<file path="src/rbe_pkg.sv">
// rbe_pkg: constants, phase codes, controller states and the command/status
// types shared by the blink envelope controller, datapath and checker.
// No dependencies.
package rbe_pkg;

  // Time format: unsigned fixed point with TIME_FRAC_BITS fraction bits
  localparam int TIME_FRAC_BITS = 16;
  localparam int TIME_W         = 32;
  localparam int ELAPSED_W      = 18;
  localparam int LEVEL_W        = 17;
  localparam int LEVEL_FRAC     = 16;
  localparam int PHASE_W        = 2;
  localparam int RAND_W         = 64;
  localparam int QUO_W          = 17;
  localparam int CFG_ADDR_W     = 4;
  localparam int CFG_DATA_W     = 64;

  // Phase lengths, rounded to the time grid
  localparam longint unsigned ONE_SEC     = 64'd1 << TIME_FRAC_BITS;
  localparam longint unsigned CLOSE_LEN_L = (ONE_SEC + 64'd5) / 64'd10;
  localparam longint unsigned HOLD_LEN_L  = (ONE_SEC + 64'd10) / 64'd20;
  localparam longint unsigned OPEN_LEN_L  = (64'd3 * ONE_SEC + 64'd10) / 64'd20;

  localparam logic [TIME_W-1:0] CLOSE_LEN = TIME_W'(CLOSE_LEN_L);
  localparam logic [TIME_W-1:0] HOLD_LEN  = TIME_W'(HOLD_LEN_L);
  localparam logic [TIME_W-1:0] OPEN_LEN  = TIME_W'(OPEN_LEN_L);

  // Ramp division: a ramp time is below OPEN_LEN, so DIV_W bits hold it
  localparam int DIV_W  = $clog2(OPEN_LEN_L);
  localparam int DLEN_W = DIV_W + 1;
  localparam int NUM_W  = DIV_W + LEVEL_FRAC;
  localparam int REM_W  = DIV_W + QUO_W + 1;
  localparam longint unsigned CLOSE_RECIP_L = (64'd1 << (LEVEL_FRAC + DIV_W)) / CLOSE_LEN_L;
  localparam longint unsigned OPEN_RECIP_L  = (64'd1 << (LEVEL_FRAC + DIV_W)) / OPEN_LEN_L;
  localparam logic [31:0] CLOSE_RECIP = 32'(CLOSE_RECIP_L);
  localparam logic [31:0] OPEN_RECIP  = 32'(OPEN_RECIP_L);
  localparam logic [DLEN_W-1:0] CLOSE_DLEN = DLEN_W'(CLOSE_LEN_L);
  localparam logic [DLEN_W-1:0] OPEN_DLEN  = DLEN_W'(OPEN_LEN_L);

  // Random wait: top 24 product bits times 7, scaled to the time grid
  localparam int RAND_TOP    = 24;
  localparam int SCALE_W     = RAND_TOP + 3;
  localparam int SCALE_SHIFT = RAND_TOP - TIME_FRAC_BITS;
  localparam int WAIT_W      = TIME_FRAC_BITS + 3;

  localparam logic [RAND_W-1:0] GOLDEN_MIX = 64'h9e37_79b9_7f4a_7c15;
  localparam logic [RAND_W-1:0] STAR_MULT  = 64'h2545_f491_4f6c_dd1d;

  localparam logic [LEVEL_W-1:0] FULL_OPEN = 17'h1_0000;
  localparam logic [LEVEL_W-1:0] SHUT      = 17'h0_0000;

  // Phase codes
  localparam logic [PHASE_W-1:0] PH_WAIT  = 2'd0;
  localparam logic [PHASE_W-1:0] PH_CLOSE = 2'd1;
  localparam logic [PHASE_W-1:0] PH_HOLD  = 2'd2;
  localparam logic [PHASE_W-1:0] PH_OPEN  = 2'd3;

  // Action codes
  localparam logic ACT_ADVANCE = 1'b0;
  localparam logic ACT_RESTART = 1'b1;

  // Register index
  localparam logic REG_SEED = 1'b0;

  typedef enum logic [3:0] {
    ST_IDLE,
    ST_STEP,
    ST_DIV_MUL,
    ST_DIV_FIX,
    ST_MIX,
    ST_MUL0,
    ST_MUL1,
    ST_MUL2,
    ST_SCALE,
    ST_EMIT
  } ctl_state_t;

  typedef enum logic [3:0] {
    DP_NOP,
    DP_LOAD,
    DP_STEP,
    DP_DIV_MUL,
    DP_DIV_FIX,
    DP_MIX,
    DP_MUL0,
    DP_MUL1,
    DP_MUL2,
    DP_SCALE,
    DP_EMIT
  } dp_op_t;

  typedef struct packed {
    dp_op_t op;
  } dp_cmd_t;

  typedef struct packed {
    logic need_div;
    logic need_draw;
  } dp_sts_t;

endpackage

</file>
<file path="src/rbe_if.sv">
// rbe_in_if / rbe_out_if: valid/ready channels for tick transactions and
// openness results. Depend on rbe_pkg for field widths.
interface rbe_in_if;
  logic                           valid;
  logic                           ready;
  logic                           action;
  logic [rbe_pkg::ELAPSED_W-1:0]  elapsed_time;

  modport source (output valid, output action, output elapsed_time, input ready);
  modport sink   (input valid, input action, input elapsed_time, output ready);
endinterface

interface rbe_out_if;
  logic                          valid;
  logic                          ready;
  logic [rbe_pkg::LEVEL_W-1:0]   openness;
  logic [rbe_pkg::PHASE_W-1:0]   phase_now;

  modport source (output valid, output openness, output phase_now, input ready);
  modport sink   (input valid, input openness, input phase_now, output ready);
endinterface

</file>
<file path="src/rbe_ctrl.sv">
// rbe_ctrl: sequencing state machine for the blink envelope. Issues one
// datapath command per cycle and owns the input ready and result valid.
// Depends on rbe_pkg.
module rbe_ctrl (
  input  logic              clk,
  input  logic              rst_n,
  input  logic              in_valid,
  output logic              in_ready,
  output logic              out_valid,
  input  logic              out_ready,
  input  rbe_pkg::dp_sts_t  sts,
  output rbe_pkg::dp_cmd_t  cmd
);
  import rbe_pkg::*;

  ctl_state_t state_r, state_nxt;
  logic       out_valid_r, out_valid_nxt;
  logic       emit_ok;

  // Result register is free when empty or being drained this cycle
  assign emit_ok = !out_valid_r || out_ready;

  // State and valid registers
  always_ff @(posedge clk) begin
    if (!rst_n) begin
      state_r     <= ST_IDLE;
      out_valid_r <= 1'b0;
    end else begin
      state_r     <= state_nxt;
      out_valid_r <= out_valid_nxt;
    end
  end

  // Next state
  always_comb begin
    state_nxt = state_r;
    case (state_r)
      ST_IDLE: begin
        if (in_valid) state_nxt = ST_STEP;
      end
      ST_STEP: begin
        if (sts.need_div)       state_nxt = ST_DIV_MUL;
        else if (sts.need_draw) state_nxt = ST_MIX;
        else                    state_nxt = ST_EMIT;
      end
      ST_DIV_MUL: state_nxt = ST_DIV_FIX;
      ST_DIV_FIX: state_nxt = ST_EMIT;
      ST_MIX:     state_nxt = ST_MUL0;
      ST_MUL0:    state_nxt = ST_MUL1;
      ST_MUL1:    state_nxt = ST_MUL2;
      ST_MUL2:    state_nxt = ST_SCALE;
      ST_SCALE:   state_nxt = ST_EMIT;
      ST_EMIT: begin
        if (emit_ok) state_nxt = ST_IDLE;
      end
      default:    state_nxt = ST_IDLE;
    endcase
  end

  // Outputs: datapath command, handshakes
  always_comb begin
    cmd.op        = DP_NOP;
    in_ready      = 1'b0;
    out_valid_nxt = out_valid_r && !out_ready;
    case (state_r)
      ST_IDLE: begin
        in_ready = 1'b1;
        if (in_valid) cmd.op = DP_LOAD;
      end
      ST_STEP:    cmd.op = DP_STEP;
      ST_DIV_MUL: cmd.op = DP_DIV_MUL;
      ST_DIV_FIX: cmd.op = DP_DIV_FIX;
      ST_MIX:     cmd.op = DP_MIX;
      ST_MUL0:    cmd.op = DP_MUL0;
      ST_MUL1:    cmd.op = DP_MUL1;
      ST_MUL2:    cmd.op = DP_MUL2;
      ST_SCALE:   cmd.op = DP_SCALE;
      ST_EMIT: begin
        if (emit_ok) begin
          cmd.op        = DP_EMIT;
          out_valid_nxt = 1'b1;
        end
      end
      default:    cmd.op = DP_NOP;
    endcase
  end

  assign out_valid = out_valid_r;

endmodule

</file>
<file path="src/rbe_datapath.sv">
// rbe_datapath: phase state, saturating phase timer, xorshift64* generator
// with a shared 32x32 multiplier, ramp divider by reciprocal, result register.
// Depends on rbe_pkg.
module rbe_datapath (
  input  logic                          clk,
  input  logic                          rst_n,
  input  rbe_pkg::dp_cmd_t              cmd,
  output rbe_pkg::dp_sts_t              sts,
  input  logic                          in_action,
  input  logic [rbe_pkg::ELAPSED_W-1:0] in_elapsed,
  input  logic [rbe_pkg::RAND_W-1:0]    seed,
  output logic [rbe_pkg::LEVEL_W-1:0]   res_openness,
  output logic [rbe_pkg::PHASE_W-1:0]   res_phase
);
  import rbe_pkg::*;

  // xorshift step, three shift/xor stages
  function automatic logic [RAND_W-1:0] xorshift(input logic [RAND_W-1:0] x);
    logic [RAND_W-1:0] y;
    y = x ^ (x >> 12);
    y = y ^ (y << 25);
    y = y ^ (y >> 27);
    return y;
  endfunction

  // Block state
  logic [RAND_W-1:0]    rand_r;
  logic [PHASE_W-1:0]   phase_r;
  logic [TIME_W-1:0]    tip_r;
  logic [WAIT_W-1:0]    wait_r;
  logic                 first_r;

  // Working registers
  logic                 act_r;
  logic [ELAPSED_W-1:0] elap_r;
  logic [DIV_W-1:0]     tdiv_r;
  logic                 dopen_r;
  logic [RAND_W-1:0]    acc_r;
  logic [LEVEL_W-1:0]   level_r;
  logic [LEVEL_W-1:0]   res_open_r;
  logic [PHASE_W-1:0]   res_phase_r;

  // Phase timer
  logic [TIME_W:0]      t_sum;
  logic [TIME_W-1:0]    t_sat;
  logic                 wait_done, close_done, hold_done, open_done;

  assign t_sum      = {1'b0, tip_r} + (TIME_W+1)'(elap_r);
  assign t_sat      = t_sum[TIME_W] ? {TIME_W{1'b1}} : t_sum[TIME_W-1:0];
  assign wait_done  = t_sat > TIME_W'(wait_r);
  assign close_done = t_sat >= CLOSE_LEN;
  assign hold_done  = t_sat >= HOLD_LEN;
  assign open_done  = t_sat >= OPEN_LEN;

  // Status for the step decision
  always_comb begin
    sts.need_draw = (act_r == ACT_ADVANCE) &&
                    (first_r || (phase_r == PH_OPEN && open_done));
    sts.need_div  = (act_r == ACT_ADVANCE) && !first_r &&
                    ((phase_r == PH_CLOSE && !close_done) ||
                     (phase_r == PH_OPEN && !open_done));
  end

  // Shared 32x32 multiplier
  logic [31:0] mul_a, mul_b;
  logic [63:0] mul_p;

  always_comb begin
    mul_a = '0;
    mul_b = '0;
    case (cmd.op)
      DP_DIV_MUL: begin
        mul_a = 32'(tdiv_r);
        mul_b = dopen_r ? OPEN_RECIP : CLOSE_RECIP;
      end
      DP_MUL0: begin
        mul_a = rand_r[31:0];
        mul_b = STAR_MULT[31:0];
      end
      DP_MUL1: begin
        mul_a = rand_r[63:32];
        mul_b = STAR_MULT[31:0];
      end
      DP_MUL2: begin
        mul_a = rand_r[31:0];
        mul_b = STAR_MULT[63:32];
      end
      default: begin
        mul_a = '0;
        mul_b = '0;
      end
    endcase
  end

  assign mul_p = mul_a * mul_b;

  // Ramp quotient correction: estimate is exact or one low
  logic [QUO_W-1:0]  q_est, q_fix;
  logic [DLEN_W-1:0] dlen;
  logic [REM_W-1:0]  num, qd, rem;

  assign q_est = acc_r[DIV_W +: QUO_W];
  assign dlen  = dopen_r ? OPEN_DLEN : CLOSE_DLEN;
  assign num   = REM_W'({tdiv_r, {LEVEL_FRAC{1'b0}}});
  assign qd    = REM_W'(q_est) * REM_W'(dlen);
  assign rem   = num - qd;
  assign q_fix = (rem >= REM_W'(dlen)) ? q_est + QUO_W'(1) : q_est;

  // Wait scaling: r * 7 shifted to the time grid
  logic [SCALE_W-1:0] r_top, r_x7;

  assign r_top = SCALE_W'(acc_r[RAND_W-1 -: RAND_TOP]);
  assign r_x7  = (r_top << 3) - r_top;

  // Reseed value, never zero
  logic [RAND_W-1:0] mix;

  assign mix = ((seed ^ GOLDEN_MIX) == '0) ? RAND_W'(1) : (seed ^ GOLDEN_MIX);

  // Block state registers
  always_ff @(posedge clk) begin
    if (!rst_n) begin
      rand_r  <= GOLDEN_MIX;
      phase_r <= PH_WAIT;
      tip_r   <= '0;
      wait_r  <= '0;
      first_r <= 1'b1;
    end else begin
      case (cmd.op)
        DP_STEP: begin
          if (act_r == ACT_RESTART) begin
            rand_r  <= mix;
            phase_r <= PH_WAIT;
            tip_r   <= '0;
            wait_r  <= '0;
            first_r <= 1'b1;
          end else if (first_r) begin
            first_r <= 1'b0;
          end else begin
            tip_r <= t_sat;
            case (phase_r)
              PH_WAIT: begin
                if (wait_done) begin
                  phase_r <= PH_CLOSE;
                  tip_r   <= '0;
                end
              end
              PH_CLOSE: begin
                if (close_done) begin
                  phase_r <= PH_HOLD;
                  tip_r   <= '0;
                end
              end
              PH_HOLD: begin
                if (hold_done) begin
                  phase_r <= PH_OPEN;
                  tip_r   <= '0;
                end
              end
              PH_OPEN: begin
                if (open_done) begin
                  phase_r <= PH_WAIT;
                  tip_r   <= '0;
                end
              end
              default: phase_r <= PH_WAIT;
            endcase
          end
        end
        DP_MIX:   rand_r <= xorshift(rand_r);
        DP_SCALE: wait_r <= WAIT_W'(r_x7 >> SCALE_SHIFT);
        default:  ;
      endcase
    end
  end

  // Working registers, no reset needed
  always_ff @(posedge clk) begin
    case (cmd.op)
      DP_LOAD: begin
        act_r  <= in_action;
        elap_r <= in_elapsed;
      end
      DP_STEP: begin
        tdiv_r  <= t_sat[DIV_W-1:0];
        dopen_r <= (phase_r == PH_OPEN);
        if (act_r == ACT_RESTART || first_r) begin
          level_r <= FULL_OPEN;
        end else begin
          case (phase_r)
            PH_WAIT:  level_r <= FULL_OPEN;
            PH_CLOSE: level_r <= SHUT;
            PH_HOLD:  level_r <= SHUT;
            PH_OPEN:  level_r <= FULL_OPEN;
            default:  level_r <= FULL_OPEN;
          endcase
        end
      end
      DP_DIV_MUL: acc_r <= mul_p;
      DP_DIV_FIX: level_r <= dopen_r ? q_fix : FULL_OPEN - q_fix;
      DP_MUL0:    acc_r <= mul_p;
      DP_MUL1:    acc_r[63:32] <= acc_r[63:32] + mul_p[31:0];
      DP_MUL2:    acc_r[63:32] <= acc_r[63:32] + mul_p[31:0];
      DP_EMIT: begin
        res_open_r  <= level_r;
        res_phase_r <= phase_r;
      end
      default: ;
    endcase
  end

  assign res_openness = res_open_r;
  assign res_phase    = res_phase_r;

endmodule

</file>
<file path="src/random_blink_envelope.sv">
// random_blink_envelope: top level of the random-interval blink envelope.
// Holds the seed register and APB port; instantiates rbe_ctrl and
// rbe_datapath. Depends on rbe_pkg and the channel interfaces.
//
//  port group   dir   kind        contents
//  in_chan      in    valid/ready action, elapsed_time
//  out_chan     out   valid/ready openness, phase_now
//  APB          in    write/read  seed_value at byte address 0
//
// One tick transaction at a time: after the accepting edge the controller runs STEP and then
// EMIT for a restart or a tick with no ramp point and no draw, STEP, DIV_MUL and DIV_FIX before
// EMIT for a point on a ramp, and STEP, MIX, MUL0, MUL1, MUL2 and SCALE before EMIT when a new
// wait is drawn (xorshift step plus three passes through the shared 32x32 multiplier).
// Reset is synchronous, active low; the generator starts from the mixed zero
// seed. A stalled result holds in its register; the next tick is taken
// once the controller is back in idle.
module random_blink_envelope (
  input  logic                           clk,
  input  logic                           rst_n,
  rbe_in_if.sink                         in_chan,
  rbe_out_if.source                      out_chan,
  input  logic                           psel,
  input  logic                           penable,
  input  logic                           pwrite,
  input  logic [rbe_pkg::CFG_ADDR_W-1:0] paddr,
  input  logic [rbe_pkg::CFG_DATA_W-1:0] pwdata,
  output logic [rbe_pkg::CFG_DATA_W-1:0] prdata,
  output logic                           pready
);
  import rbe_pkg::*;

  logic [RAND_W-1:0] seed_r;
  logic              cfg_wr;
  dp_cmd_t           cmd;
  dp_sts_t           sts;

  // APB register: index is byte address / 8
  assign pready = 1'b1;
  assign cfg_wr = psel && penable && pwrite && pready;
  assign prdata = (paddr[3] == REG_SEED) ? seed_r : '0;

  always_ff @(posedge clk) begin
    if (!rst_n) begin
      seed_r <= '0;
    end else if (cfg_wr && paddr[3] == REG_SEED) begin
      seed_r <= pwdata;
    end
  end

  rbe_ctrl u_ctrl (
    .clk       (clk),
    .rst_n     (rst_n),
    .in_valid  (in_chan.valid),
    .in_ready  (in_chan.ready),
    .out_valid (out_chan.valid),
    .out_ready (out_chan.ready),
    .sts       (sts),
    .cmd       (cmd)
  );

  rbe_datapath u_datapath (
    .clk          (clk),
    .rst_n        (rst_n),
    .cmd          (cmd),
    .sts          (sts),
    .in_action    (in_chan.action),
    .in_elapsed   (in_chan.elapsed_time),
    .seed         (seed_r),
    .res_openness (out_chan.openness),
    .res_phase    (out_chan.phase_now)
  );

endmodule

</file>
<file path="src/flat_wrapper.sv">
// flat-port wrapper written by rule: the top's interface ports become plain ports
module random_blink_envelope_flat import rbe_pkg::*;
  (clk, rst_n, psel, penable, pwrite, paddr, pwdata, prdata, pready, in_chan_valid, in_chan_action, in_chan_elapsed_time, in_chan_ready, out_chan_valid, out_chan_openness, out_chan_phase_now, out_chan_ready);
  rbe_in_if in_chan_i ();
  rbe_out_if out_chan_i ();
  input  logic clk;
  input  logic rst_n;
  input  logic psel;
  input  logic penable;
  input  logic pwrite;
  input  logic [rbe_pkg::CFG_ADDR_W-1:0] paddr;
  input  logic [rbe_pkg::CFG_DATA_W-1:0] pwdata;
  output logic [rbe_pkg::CFG_DATA_W-1:0] prdata;
  output logic pready;
  input wire logic [$bits(in_chan_i.valid)-1:0] in_chan_valid;
  input wire logic [$bits(in_chan_i.action)-1:0] in_chan_action;
  input wire logic [$bits(in_chan_i.elapsed_time)-1:0] in_chan_elapsed_time;
  output wire logic [$bits(in_chan_i.ready)-1:0] in_chan_ready;
  output wire logic [$bits(out_chan_i.valid)-1:0] out_chan_valid;
  output wire logic [$bits(out_chan_i.openness)-1:0] out_chan_openness;
  output wire logic [$bits(out_chan_i.phase_now)-1:0] out_chan_phase_now;
  input wire logic [$bits(out_chan_i.ready)-1:0] out_chan_ready;
  assign in_chan_i.valid = in_chan_valid;
  assign in_chan_i.action = in_chan_action;
  assign in_chan_i.elapsed_time = in_chan_elapsed_time;
  assign in_chan_ready = in_chan_i.ready;
  assign out_chan_valid = out_chan_i.valid;
  assign out_chan_openness = out_chan_i.openness;
  assign out_chan_phase_now = out_chan_i.phase_now;
  assign out_chan_i.ready = out_chan_ready;
  random_blink_envelope u_core (.clk(clk), .rst_n(rst_n), .in_chan(in_chan_i), .out_chan(out_chan_i), .psel(psel), .penable(penable), .pwrite(pwrite), .paddr(paddr), .pwdata(pwdata), .prdata(prdata), .pready(pready));
endmodule
</file>
<file path="config.mk">
export PLATFORM = sky130hd
export DESIGN_NAME = random_blink_envelope_flat
export DESIGN_NICKNAME = d
export VERILOG_FILES = /design/src/rbe_pkg.sv /design/src/rbe_if.sv /design/src/rbe_ctrl.sv /design/src/rbe_datapath.sv /design/src/random_blink_envelope.sv /design/src/flat_wrapper.sv
export SDC_FILE = /design/constraint.sdc
export NUM_CORES = 2
export LEC_CHECK = 0
export BUFFER_PORTS_ARGS = -buffer_cell sky130_fd_sc_hd__buf_2
export CAP_MARGIN = 15
export CORE_MARGIN = 2
export CORE_UTILIZATION = 25
export DETAILED_ROUTE_END_ITERATION = 10
export GPL_ROUTABILITY_DRIVEN = 0
export GPL_TIMING_DRIVEN = 0
export SLEW_MARGIN = 20
export SYNTH_ARGS = -nofsm -noshare
export SYNTH_HDL_FRONTEND = slang
export SYNTH_SLANG_ARGS = --single-unit
export TNS_END_PERCENT = 100
</file>
<file path="constraint.sdc">
create_clock -name clk -period 16.9 [get_ports clk]
set_clock_uncertainty 0.05 [all_clocks]
set_input_delay 0.845 -clock clk [delete_from_list [all_inputs] [get_ports clk]]
set_output_delay 0.845 -clock clk [all_outputs]
set_load 0.02 [all_outputs]
</file>
==> results_dict.tcl <==
set metrics [dict create \
    worst_pin_slew_ps 1210 \
    ys_warn_count 0 \
    clkSlewWorstSetupHoldPaths_ps 60 \
    cts_buffers 37 \
    multiInputGateArea_um2 41200 \
    synth_area_um2 53800 \
    cts_tree "yes" \
    seqCellArea_um2 7320 \
    synthCells 5875 \
    num_rows 170 \
    yosys-mux-area-fraction_pct 0.295 \
    final_cell_mix "inv_1 (1313), fa_1 (927), ha_1 (595), nand2_1 (577), nor2_1 (329)" \
    rsz0062_at_grt "no" \
    final-instance-count-excl-fill 9057 \
    ctsHoldBuffers 0 \
    place_inst 8987 \
    crit_start "u_core.u_datapath.dopen_r$_DFFE_PP_" \
    dp_slack_ps 3700 \
    yosysUniqueCellTypes 94 \
    finalSetupViolCount 0 \
    cap_violations 0 \
    final_hold_viol_count 0 \
    ys_ff_latch 306 \
    wl_per_cell_um 19.4 \
    critical_path_class "flip-flop to flip-flop" \
    htree_num_levels 2 \
    synth_top_family_by_area "adder cells" \
    drt_iter0_drc 3770 \
    max_stage_delay_ps 890 \
    io_pins 180 \
    finalMaxSlewViolations 0 \
    synth_edf_count 119 \
    fin_ws_ps 3680 \
    clkLatencyLatePin_ps 630 \
    grt_usage_pct 16.0 \
    fp.coreArea_um2 214000 \
    cts_buffer_depth 3 \
    drc_errors 0 \
    min-delay-path-class "primary input to flip-flop" \
    cts.repair.resized 0 \
    vias 42100 \
    setup-tns-final_ps 0 \
    drt_pass1_iterations 7 \
    min_period_ps 13220 \
    initial_core_util_pct 25.1 \
    cts_sinks 306 \
    outcome "completed" \
    arrival_ps 13520 \
    io_buffers 174 \
    fmax_ghz 0.0756 \
    antenna_found_initial 5 \
    synth-compound-area-share_pct 10.7 \
    critPathMostFrequentCell "fa_1" \
    crit_required_ps 17200 \
    antenna_left 0 \
    grt_pass1_wl_um 267000 \
    via_per_inst 4.65 \
    synth_xor_area_share_pct 4.75 \
    cts_root_buffer "clkbuf_16" \
    grt_pass1_vias 43700 \
    area_delta_synth_final_pct 11.6 \
    cts_setup_buffers 0 \
    finalCritPeriodShare_pct 78.2 \
    ys.flop_type "dfxtp_1" \
    synthArstFlopShare_pct 0 \
    synth-simple-area-share_pct 11.7 \
    grt.overflow.total 0 \
    rr_startpoint "u_core.u_datapath.dopen_r$_DFFE_PP_" \
    path_max_fanout 10 \
    dieHeight_um 468 \
    grt_max_degree 33 \
    dieArea_um2 219000 \
    post-dp-hpwl_um 154000 \
    hp-start "in_chan_elapsed_time[3]" \
    start_kind "flip-flop" \
    synth_fa_ha_area_share_pct 48.3 \
    mostFrequentLayoutCell "inv_1" \
    num-fill-cells 22600 \
    ys_seq_area_share_pct 13.6 \
    drive_above_1_share_pct 4.86 \
    cp-end-kind "flip-flop" \
    final_nets 7806 \
    wl_um 176000 \
    cp_slowest_cell "edfxtp_1" \
    slew_headroom_pct 18.9 \
    syn_avg_cell_area_um2 9.15 \
    die_w_um 468 \
]
[final timing paths]
kind	end	slack (ps)	cells past startpoint
worst max register to register	u_core.u_datapath.level_r[16]$_DFFE_PP_	3680	43
worst min register to register	u_core.u_datapath.res_openness[2]$_DFFE_PN_	370	0
worst min-delay path	u_core.u_datapath.elap_r[3]$_DFFE_PN_	340	1
worst max-delay path	u_core.u_datapath.level_r[16]$_DFFE_PP_	3680	43
[cells in the mapped netlist (11+ instances only)]
master    instances  share of area [%]
nor2_1          332                2.3
a21o_1           70               0.98
o21ai_0         181                1.7
nor2b_1         107                1.2
mux2i_1          11               0.20
o21a_1           29               0.40
edfxtp_1        119                6.6
inv_1          1313                9.2
a31oi_1          14               0.16
ha_1            595                 14
clkbuf_1        174                1.2
fa_1            927                 35
or3_1            15               0.17
buf_1            15               0.10
o21bai_1         15               0.21
nor3_1           51               0.47
a21boi_0         88                1.2
nor4_1           18               0.21
nand2b_1         41               0.48
a22o_1           25               0.41
o211ai_1         25               0.35
a22oi_1          64               0.89
a221oi_1         14               0.23
and3_1           25               0.29
a21oi_1         177                1.6
dfxtp_1         187                7.0
o31ai_1          19               0.27
a211oi_1         32               0.45
xnor2_1         187                3.0
nand4_1          30               0.35
nand3_1          83               0.77
or2_2            15               0.17
a32oi_1          11               0.18
xor2_1          102                1.7
nand2_1         578                4.0
and2_1           35               0.41
[worst max-delay path: cells and delay by family, from the launching register on]
kind | cells | cell delay, ps
buffers and inverters | 8 | 2760
muxes | 1 | 310
and+or+nand+nor | 13 | 3030
AOI/OAI and AO/OA | 10 | 2160
xor gates and xnor gates | 2 | 540
adders and majority gates | 9 | 3170
DFF | 1 | 890
[cell families (layout without fill, tap and decap cells)]
logic type,count (synthesis),in the layout
AO/OA/AOI/OAI,857,857
flip-flops,306,306
multiplexers,15,15
XOR/XNOR,290,290
adder cells (fa/ha/maj),1522,1522
other,2,94
AND/OR/NAND/NOR,1377,1377
buffers and inverters,1506,1758
[flip-flops by register name (all words and copies together) (netlist names)]
signal and flops:
u_core.u_datapath.act_r 1, u_core.u_datapath.acc_r 49, u_core.u_datapath.first_r 1, u_core.u_datapath.dopen_r 1
u_core.u_datapath.tip_r 32, u_core.u_datapath.tdiv_r 14, u_core.u_datapath.rand_r 64, u_core.u_datapath.wait_r 19
u_core.u_ctrl.state_r 4, u_core.u_datapath.res_openness 17, u_core.seed_r 64, u_core.u_datapath.elap_r 18
u_core.u_datapath.level_r 17, u_core.u_datapath.res_phase 2, u_core.u_ctrl.out_valid 1, u_core.u_datapath.phase_r 2
[metrics by stage]
stage	utilization (%)	hold slack [ps]	instance area, um^2
5_1_grt	28.0	326	60000
4_1_cts	28.0	307	60000
2_1_floorplan	-	350	54100
6_report	28.0	341	60000
3_5_place_dp	27.4	355	58700
3_3_place_gp	27.3	351	58500
[per-layer routing]
metal	vias up	share of wire, %	global-route usage (%)	wire length (um)
met5	-	0.0068	0	12
met4	2	5.4	6.99	9410
met3	429	9.1	4.06	16000
met2	1813	43	24.6	75600
met1	20800	43	21.1	74800
li1	19100	-	-	-
[cell type report]
| type | instances | area share (%) |
|---|---|---|
| diodes | 1 | 0.00417 |
| plain buffers | 193 | 1.24 |
| clock buffers | 42 | 1.61 |
| clock inverters | 25 | 0.534 |
| inverters | 1313 | 8.21 |
| multi-input cells | 4154 | 68.6 |
| flip-flops and latches | 306 | 12.2 |
| well taps | 2838 | 5.92 |
| repair buffers | 185 | 1.66 |
Power is not shown: default switching activity piles up to over one toggle a cycle in this logic, so the estimate is an artifact.
